[config.mk]
export PLATFORM = sky130hd
export DESIGN_NAME = rpn_ctrl
export DESIGN_NICKNAME = d
export VERILOG_FILES = /design/src/hw/rtl/rpn_pkg.sv /design/src/hw/rtl/rpn_ctrl.sv
export SDC_FILE = /design/constraint.sdc
export NUM_CORES = 1
export LEC_CHECK = 0
export ABC_AREA = 1
export BUFFER_PORTS_ARGS = -buffer_cell sky130_fd_sc_hd__buf_2
export CORE_MARGIN = 1
export CORE_UTILIZATION = 34
export CTS_CLUSTER_DIAMETER = 30
export CTS_CLUSTER_SIZE = 28
export DETAILED_ROUTE_END_ITERATION = 12
export PLACE_DENSITY = 0.74
export SYNTH_ARGS = -nofsm -noshare
export SYNTH_HDL_FRONTEND = slang
export SYNTH_SLANG_ARGS = --single-unit
[constraint.sdc]
create_clock -name clk -period 1.1 [get_ports clk]
set_clock_uncertainty 0.1 [all_clocks]
set_input_delay 0.055 -clock clk [delete_from_list [all_inputs] [get_ports clk]]
set_output_delay 0.055 -clock clk [all_outputs]
set_load 0.01 [all_outputs]
[src/hw/rtl/rpn_pkg.sv]
// ----------------------------------------------------------------------------
// rpn_pkg
// Shared types and codes of the stack calculator.
// ----------------------------------------------------------------------------
package rpn_pkg;

  localparam int unsigned CmdW = 3;
  localparam int unsigned ValW = 32;

  typedef enum logic [2:0] {
    CMD_PUSH = 3'd0,
    CMD_ADD  = 3'd1,
    CMD_SUB  = 3'd2,
    CMD_MUL  = 3'd3,
    CMD_DIV  = 3'd4
  } cmd_e;

  typedef enum logic [1:0] {
    ST_OK        = 2'd0,
    ST_OVERFLOW  = 2'd1,
    ST_UNDERFLOW = 2'd2
  } status_e;

  typedef enum logic [3:0] {
    S_IDLE,
    S_RD1,
    S_RD2,
    S_EXEC,
    S_MUL,
    S_DIV,
    S_WRITE,
    S_TOP_RD,
    S_TOP_WAIT,
    S_OUT
  } state_t;

  // controller to datapath
  typedef struct packed {
    logic       load;       // capture request
    logic       rd_top;     // read slot at pointer
    logic       rd_next;    // read slot at pointer - 1
    logic       cap_a;      // capture read data as first operand
    logic       cap_b;      // capture read data as second operand
    logic       do_alu;     // add, subtract or set up mul / div
    logic       mul_step;   // register product result
    logic       div_start;
    logic       wr_push;    // write push value at pointer + 1
    logic       wr_res;     // write result at pointer - 1
    logic       ptr_inc;
    logic       ptr_dec;
    logic       ptr_zero;
    logic       set_status;
    status_e    status;
    logic       cap_top;    // capture read data as top value
    logic       top_zero;
  } ctrl_t;

  // datapath to controller
  typedef struct packed {
    cmd_e cmd;
    logic cmd_valid;
    logic ptr_is_zero;
    logic ptr_is_one;
    logic ptr_full;
    logic div_done;
  } stat_t;

endpackage

[src/hw/rtl/rpn_ctrl.sv]
// ----------------------------------------------------------------------------
// rpn_ctrl
// Controller: sequences one request through read, execute, write and reply.
// ----------------------------------------------------------------------------
module rpn_ctrl (
  input  logic           clk,
  input  logic           rst,
  input  logic           in_valid,
  output logic           in_ready,
  output logic           out_valid,
  input  logic           out_ready,
  input  rpn_pkg::stat_t stat,
  output rpn_pkg::ctrl_t ctrl
);
  import rpn_pkg::*;

  state_t state, state_next;

  always_ff @(posedge clk) begin
    if (rst) state <= S_IDLE;
    else     state <= state_next;
  end

  // next state and commands
  always_comb begin
    ctrl       = '0;
    ctrl.status = ST_OK;
    state_next = state;
    in_ready   = (state == S_IDLE);
    out_valid  = (state == S_OUT);
    unique case (state)
      S_IDLE: begin
        if (in_valid) begin
          ctrl.load  = 1'b1;
          state_next = S_RD1;
        end
      end
      S_RD1: begin
        ctrl.set_status = 1'b1;
        if (stat.cmd == CMD_PUSH) begin
          if (stat.ptr_full) begin
            ctrl.status = ST_OVERFLOW;
          end else begin
            ctrl.wr_push = 1'b1;
            ctrl.ptr_inc = 1'b1;
          end
          state_next = S_TOP_RD;
        end else if (!stat.cmd_valid) begin
          state_next = S_TOP_RD;
        end else if (stat.ptr_is_zero || stat.ptr_is_one) begin
          ctrl.status   = ST_UNDERFLOW;
          ctrl.ptr_zero = 1'b1;
          state_next    = S_TOP_RD;
        end else begin
          ctrl.rd_top = 1'b1;
          state_next  = S_RD2;
        end
      end
      S_RD2: begin
        ctrl.cap_a   = 1'b1;
        ctrl.rd_next = 1'b1;
        state_next   = S_EXEC;
      end
      S_EXEC: begin
        ctrl.cap_b = 1'b1;
        state_next = S_MUL;
      end
      S_MUL: begin
        ctrl.do_alu = 1'b1;
        if (stat.cmd == CMD_MUL) begin
          state_next = S_DIV;
        end else if (stat.cmd == CMD_DIV) begin
          ctrl.div_start = 1'b1;
          state_next     = S_DIV;
        end else begin
          state_next = S_WRITE;
        end
      end
      S_DIV: begin
        if (stat.cmd == CMD_MUL) begin
          ctrl.mul_step = 1'b1;
          state_next    = S_WRITE;
        end else if (stat.div_done) begin
          state_next = S_WRITE;
        end
      end
      S_WRITE: begin
        ctrl.wr_res  = 1'b1;
        ctrl.ptr_dec = 1'b1;
        state_next   = S_TOP_RD;
      end
      S_TOP_RD: begin
        ctrl.rd_top = 1'b1;
        state_next  = S_TOP_WAIT;
      end
      S_TOP_WAIT: begin
        if (stat.ptr_is_zero) ctrl.top_zero = 1'b1;
        else                  ctrl.cap_top  = 1'b1;
        state_next = S_OUT;
      end
      S_OUT: begin
        if (out_ready) state_next = S_IDLE;
      end
      default: state_next = S_IDLE;
    endcase
  end

  // reply held until taken
  a_out_hold: assert property (@(posedge clk) disable iff (rst)
    out_valid && !out_ready |=> out_valid) else $error("reply dropped");
  a_no_overlap: assert property (@(posedge clk) disable iff (rst)
    !(in_ready && out_valid)) else $error("request taken during reply");
  a_one_write: assert property (@(posedge clk) disable iff (rst)
    !(ctrl.wr_push && ctrl.wr_res)) else $error("two stack writes");
endmodule

==> results of run 1 <==
## cell usage after synthesis (all sizes together)
library cell	instances	area (µm²)
inv	16	60.1
dfxtp	4	80.1
nor2	22	97.6
nand3b	1	7.51
buf	4	30.0
nor3	2	10.0
nand2	19	73.8
o21ai	4	20.0
nand3	7	35.0
a31oi	2	12.5
a21oi	3	15.0
## through the flow
stage	hold slack (ps)	power [mW]
finish	181	2.54
global route	176	2.65
CTS	158	2.06
detailed placement	154	1.42
global placement	156	1.41
floorplan	14.4	0.990
## where the power goes
group	internal (mW)	total, mW	switching, mW
Clock	0.138	0.228	0.0896
Sequential	0.222	0.338	0.116
Combinational	0.931	1.97	1.04
## repair_timing
action	CTS	global route
buffers inserted	7	4
pin swaps	10	10
hold endpoints to repair	4	0
setup endpoints to repair	24	24
gates cloned	0	0
resized for setup	24	29
hold buffers	1	0
## area by class of cell
class | instances | area, µm² | area share
Multi-Input combinational cell | 60 | 415 | 0.412
Timing Repair Buffer | 51 | 389 | 0.386
Sequential cell | 4 | 92.6 | 0.0918
Inverter | 16 | 67.6 | 0.0670
Clock buffer | 4 | 26.3 | 0.0261
Tap cell | 14 | 17.5 | 0.0174
## kinds of logic after synthesis
family,count (synthesis),synth area share
compound gates,9,0.108
buf+inv,20,0.204
simple gates,51,0.507
flops,4,0.181
## path summary, 6_finish.rpt
kind / start / depth (start not counted) / endpoint / slack (ps)
hold / removal: out_ready / 4 / state[3] / 180
hold reg to reg: state[3] / 3 / state[1] / 580
setup / recovery: state[2] / 6 / ctrl[2] / -390
setup reg to reg: state[3] / 7 / state[0] / -360
## critical path, delay by kind of cell, from the launching register on
kind / cells / cell delay, ps
simple gates: 4 / 500
flops: 1 / 370
buf+inv: 2 / 200
## per-layer routing
| metal | share of wire | wire [µm] | track usage |
|---|---|---|---|
| met5 | 0 | 0 | 0 |
| met4 | 0.037 | 80 | 0.0893 |
| met3 | 0.069 | 149 | 0.0349 |
| met2 | 0.52 | 1130 | 0.559 |
| met1 | 0.38 | 820 | 0.295 |
==> flow_metrics.py, run 1 <==
metrics = {
    "final_layout": {
        "area_growth_syn_to_layout_pct": 128,
        "largest_register_ffs": 4,
        "commonest_non_fill_non_tap_cell_in_the_layout": "sky130_fd_sc_hd__buf_2",
        "layout_top_registers": "state (4)",
        "fill_cells": 71,
        "final_util": 0.872,
        "final_cell_mix": "sky130_fd_sc_hd__buf_2, sky130_fd_sc_hd__buf_6, sky130_fd_sc_hd__buf_4, sky130_fd_sc_hd__nand2_1, sky130_fd_sc_hd__nor2_4",
        "layout-drive-gt1-share": 0.667,
        "design.final.nets": 148,
        "postLayoutCellArea_mm2": 0.00101,
        "finalNonFillerCells": 149,
        "antenna-diode-count": 0,
        "largest_register": "state",
    },
    "drt": {
        "detail_route.wl_per_cell_um": 14.6,
        "drt-pass1-iter-count": 4,
        "drc": 0,
        "drt-initial-drc-count": 44,
        "antenna_left": 0,
        "routed_wl_um": 2170,
        "route.detailed.vias_per_inst": 5.28,
        "route.vias.total": 786,
    },
    "timing": {
        "final_min_period_over_clock_period": 1.36,
        "report.final.slew_viol_count": 0,
        "setup_tns_ps": -6560,
        "worst-slew-pin-transition_ps": 283,
        "unrepaired_setup_endpoints_after_global_routing": "true",
        "report.final.setup_viol": 24,
        "final_period_minus_worst_setup_slack_ps": 1490,
        "fmax_ghz": 0.670,
        "finalWorstSetupSlack_ps": -392,
        "timing.slew.headroom": 0.811,
        "final-hold-violation-count": 0,
    },
    "grt": {
        "antenna_found_initial": 0,
        "globalRoute.totalOverflow": 0,
        "number_of_global_route_vias_before_repair": 675,
        "maximum_number_of_pins_on_one_net_before_global_route_repair": 6,
        "grt_pass1_wl_um": 2810,
        "global_route.usage.total": 0.281,
    },
    "setup_path": {
        "startpoint_type": "flip-flop",
        "crit_fanout": 5,
        "crit_path_max_incr_delay_ps": 370,
        "worst_setup_path_end_kind": "output port",
        "cell_type_of_the_slowest_stage_on_the_worst_timing_path": "sky130_fd_sc_hd__dfxtp_4",
        "timing.critical_path.cells": "nor2_4 -> inv_2 -> nor2_4 -> nand3_4 -> nor2_2 -> buf_2",
        "critical-path-top-cell-by-count": "sky130_fd_sc_hd__nor2_4",
        "critPathRequiredTime_ps": 940,
        "critical_path_class": "flip-flop to output port",
        "arrival_ps": 1340,
    },
    "power": {
        "total_leakage_power_nw": 0.535,
        "p_per_area_mw_per_mm2": 2520,
        "vdd_drop_max_mv": 1.53,
    },
    "yosys": {
        "synthesis.area_per_instance_um2": 5.26,
        "syn-num-nets": 96,
        "yosysSeqAreaShare": 0.181,
        "yosys_warnings": 0,
        "synthesis.area_um2": 442,
        "yosys_register_bits": 4,
        "postSynthCellCount": 84,
        "synth_unique_cells": 16,
    },
    "clock_tree": {
        "clk_latency_ps": 260,
        "root_buffer": "sky130_fd_sc_hd__clkbuf_4",
        "clock_tree_from_tritoncts": "done",
        "cts_made_buffers": 3,
        "numClockSinks": 4,
        "clk_pin_slew_worst_paths_ps": 60,
        "clock_tree.htree_level_count": 1,
        "cts_buffer_depth": 2,
    },
    "outcome": {
        "failed_checks": "negative setup slack",
        "outcome": "complete, but fails checks",
    },
    "placed_design": {
        "place_area_um2": 701,
        "dpl_worst_slack_ps": -131,
        "detailed_place_hpwl_um": 1110,
        "globalplace.congestion": 0.920,
        "placedCellCount": 135,
        "buffer_ports.inserted": 31,
    },
    "floorplanning": {
        "num_rows": 12,
        "io_pins": 32,
        "floorplan.die_area_mm2": 0.00145,
        "die-height_um": 38.0,
        "core_region_area_mm2": 0.00116,
        "initial_core_util": 0.382,
        "die_width_um": 38.0,
    },
    "run": {
        "cap_viol_max_count": 0,
    },
    "worst_hold_path": {
        "hold_removal_path_class": "input pin to flip-flop",
    },
}
(Power assumes the default switching activity.)
==> run 2: changes to the inputs <==
--- a/config.mk
+++ b/config.mk
@@ -7,12 +7,12 @@
 export LEC_CHECK = 0
 export ABC_AREA = 1
 export BUFFER_PORTS_ARGS = -buffer_cell sky130_fd_sc_hd__buf_2
-export CORE_MARGIN = 1
-export CORE_UTILIZATION = 34
+export CORE_AREA = 2 2 39 41
 export CTS_CLUSTER_DIAMETER = 30
 export CTS_CLUSTER_SIZE = 28
 export DETAILED_ROUTE_END_ITERATION = 12
-export PLACE_DENSITY = 0.74
+export DIE_AREA = 0 0 41 43
+export PLACE_DENSITY = 0.7
 export SYNTH_ARGS = -nofsm -noshare
 export SYNTH_HDL_FRONTEND = slang
 export SYNTH_SLANG_ARGS = --single-unit
==> constraint.sdc (replaced) <==
create_clock -name clk -period 1.8 [get_ports clk]
set_clock_uncertainty 0.1 [all_clocks]
set_input_delay 0.09 -clock clk [delete_from_list [all_inputs] [get_ports clk]]
set_output_delay 0.09 -clock clk [all_outputs]
set_load 0.01 [all_outputs]
==> run 2 against run 1 <==
The run now ends clean. Largest cell class unchanged. Highest routed layer unchanged. Utilization is 42 points lower. Worst setup slack better by 640 ps. Flip-flop and latch count stayed put. Critical path depth stayed put.
==> flow_metrics.py, run 2 (same netlist as run 1, synthesis figures left out) <==
metrics = {
    "setup_path": {
        "regToRegSetupSlack_ps": 520,
        "worst_setup_path_end_kind": "output port",
        "rr_startpoint": "state[0]",
        "startpoint_type": "flip-flop",
        "cp-startpoint": "state[2]",
        "critPathRequiredTime_ps": 1610,
        "crit_fanout": 6,
        "arrival_ps": 1360,
        "critical_path_class": "flip-flop to output port",
    },
    "power": {
        "vdd_drop_max_mv": 0.724,
        "power.clock.fraction": 0.140,
        "p_int_mw": 0.391,
        "total_leakage_power_nw": 0.382,
        "comb_power_share": 0.640,
        "p_sw_frac": 0.514,
        "power.share.sequential": 0.221,
        "p_per_area_mw_per_mm2": 1300,
        "p_sw_mw": 0.413,
    },
    "final_layout": {
        "commonest_non_fill_non_tap_cell_in_the_layout": "sky130_fd_sc_hd__buf_2",
        "final_cell_mix": "sky130_fd_sc_hd__buf_2, sky130_fd_sc_hd__nand2_1, sky130_fd_sc_hd__nor2_1, sky130_fd_sc_hd__inv_1, sky130_fd_sc_hd__nand3_1",
        "flip_flop_and_latch_area_um2": 80.1,
        "multi_input_gate_area_um2": 272,
        "area_growth_syn_to_layout_pct": 40.2,
        "design.final.nets": 129,
        "antenna-diode-count": 0,
        "largest_register_ffs": 4,
        "layout_top_registers": "state (4)",
        "largest_register": "state",
        "fill_cells": 147,
        "layout-drive-gt1-share": 0.374,
    },
    "grt": {
        "gr-usage-met1": 0.145,
        "antenna_found_initial": 0,
        "most_crowded_layer_after_global_routing": "met2",
        "number_of_global_route_vias_before_repair": 481,
        "maximum_number_of_pins_on_one_net_before_global_route_repair": 8,
        "global_route.usage.total": 0.142,
        "grt_pass1_wl_um": 1720,
        "globalRoute.totalOverflow": 0,
        "gr_util_met2": 0.238,
        "met3_resource_use_gr": 0.0419,
    },
    "clock_tree": {
        "cts_made_buffers": 3,
        "clock_tree.htree_level_count": 1,
        "clk_pin_slew_worst_paths_ps": 40,
        "clock_tree_from_tritoncts": "done",
        "root_buffer": "sky130_fd_sc_hd__clkbuf_4",
        "cts_buffer_depth": 2,
        "clk_latency_ps": 240,
        "numClockSinks": 4,
    },
    "timing": {
        "report.final.setup_viol": 0,
        "unrepaired_setup_endpoints_after_global_routing": "false",
        "fmax_ghz": 0.645,
        "timing.slew.headroom": 0.829,
        "report.final.slew_viol_count": 0,
        "final-hold-violation-count": 0,
        "setup_tns_ps": 0,
        "final_period_minus_worst_setup_slack_ps": 1550,
        "finalWorstSetupSlack_ps": 249,
        "worst-slew-pin-transition_ps": 256,
        "final_min_period_over_clock_period": 0.862,
    },
    "worst_hold_path": {
        "hold_removal_path_class": "input pin to flip-flop",
        "worstHoldStart": "out_ready",
    },
    "drt": {
        "drc": 0,
        "route.vias.total": 608,
        "antenna_left": 0,
        "drt-initial-drc-count": 12,
        "route.detailed.vias_per_inst": 4.64,
        "detail_route.wl_per_cell_um": 8.89,
        "drt-pass1-iter-count": 4,
        "routed_wl_um": 1170,
    },
    "outcome": {
        "outcome": "finished, final reports clean",
    },
    "placed_design": {
        "detailed_place_hpwl_um": 1030,
        "globalplace.congestion": 0.892,
        "buffer_ports.inserted": 31,
        "dpl_worst_slack_ps": 485,
    },
    "floorplanning": {
        "die_width_um": 41,
        "initial_core_util": 0.319,
        "io_pins": 32,
        "die-height_um": 43,
        "num_rows": 14,
        "floorplan.die_area_mm2": 0.00176,
        "core_region_area_mm2": 0.00138,
    },
    "run": {
        "cap_viol_max_count": 0,
    },
}
-- run 2: changes by cell type in the layout (fill, tap and decap cells not counted), moves of 7 or more --
| cell | change |
|---|---|
| sky130_fd_sc_hd__buf_6 | -15 |
| sky130_fd_sc_hd__buf_4 | -14 |
| sky130_fd_sc_hd__buf_2 | +10 |
| sky130_fd_sc_hd__nor2_1 | +10 |
| sky130_fd_sc_hd__nor2_4 | -9 |
| sky130_fd_sc_hd__nand2_1 | +7 |
-- run 2: worst max-delay path, cell delays in order (launching register included) --
cell	delay, ps
sky130_fd_sc_hd__dfxtp_1	370
sky130_fd_sc_hd__nor2_2	180
sky130_fd_sc_hd__inv_2	80
sky130_fd_sc_hd__nor2_4	130
sky130_fd_sc_hd__inv_1	70
sky130_fd_sc_hd__o21ai_0	140
sky130_fd_sc_hd__buf_2	150
-- run 2: final timing paths --
check	to	cells past startpoint
max	ctrl[16]	6
min reg2reg	state[0]	2
max reg2reg	state[0]	7
min	state[3]	3
-- run 2: layer usage --
layer / share of wire / routed length [µm] / up-vias
li1: - / - / 317
met1: 0.38 / 441 / 260
met2: 0.51 / 591 / 29
met3: 0.094 / 109 / 2
met4: 0.020 / 23 / 0
met5: 0 / 0 / -
-- run 2: metrics by stage --
stage	instances	hold WS, ps	cell area, µm²	utilization	power [mW]
5_1_grt	131	61.3	619	0.448	0.882
3_5_place_dp	127	207	587	0.424	0.694
4_1_cts	131	44.7	619	0.448	0.811
3_3_place_gp	127	207	587	0.424	0.691
2_1_floorplan	84	59.1	442	-	0.553
6_report	131	46.8	619	0.448	0.804
-- run 2: power groups by stage --
stage                     Combinational [mW]  Clock [mW]  Sequential, mW
after floorplan                        0.388           0           0.165
after global placement                 0.515           0           0.175
after detailed placement               0.517           0           0.177
after CTS                              0.521       0.114           0.176
after global routing                   0.581       0.117           0.184
final                                  0.514       0.112           0.177
-- run 2: timing repair --
action                    CTS  global route
gates resized for setup     0             0
hold buffers                1             0
setup buffers               0             0
hold endpoints to repair    4             0
-- run 2: final cells by class --
class,count,area share
repair buffers,32,0.267
flip-flops and latches,4,0.129
clock buffers,3,0.0364
inverters,16,0.0970
well taps,16,0.0323
multi-input cells,60,0.438
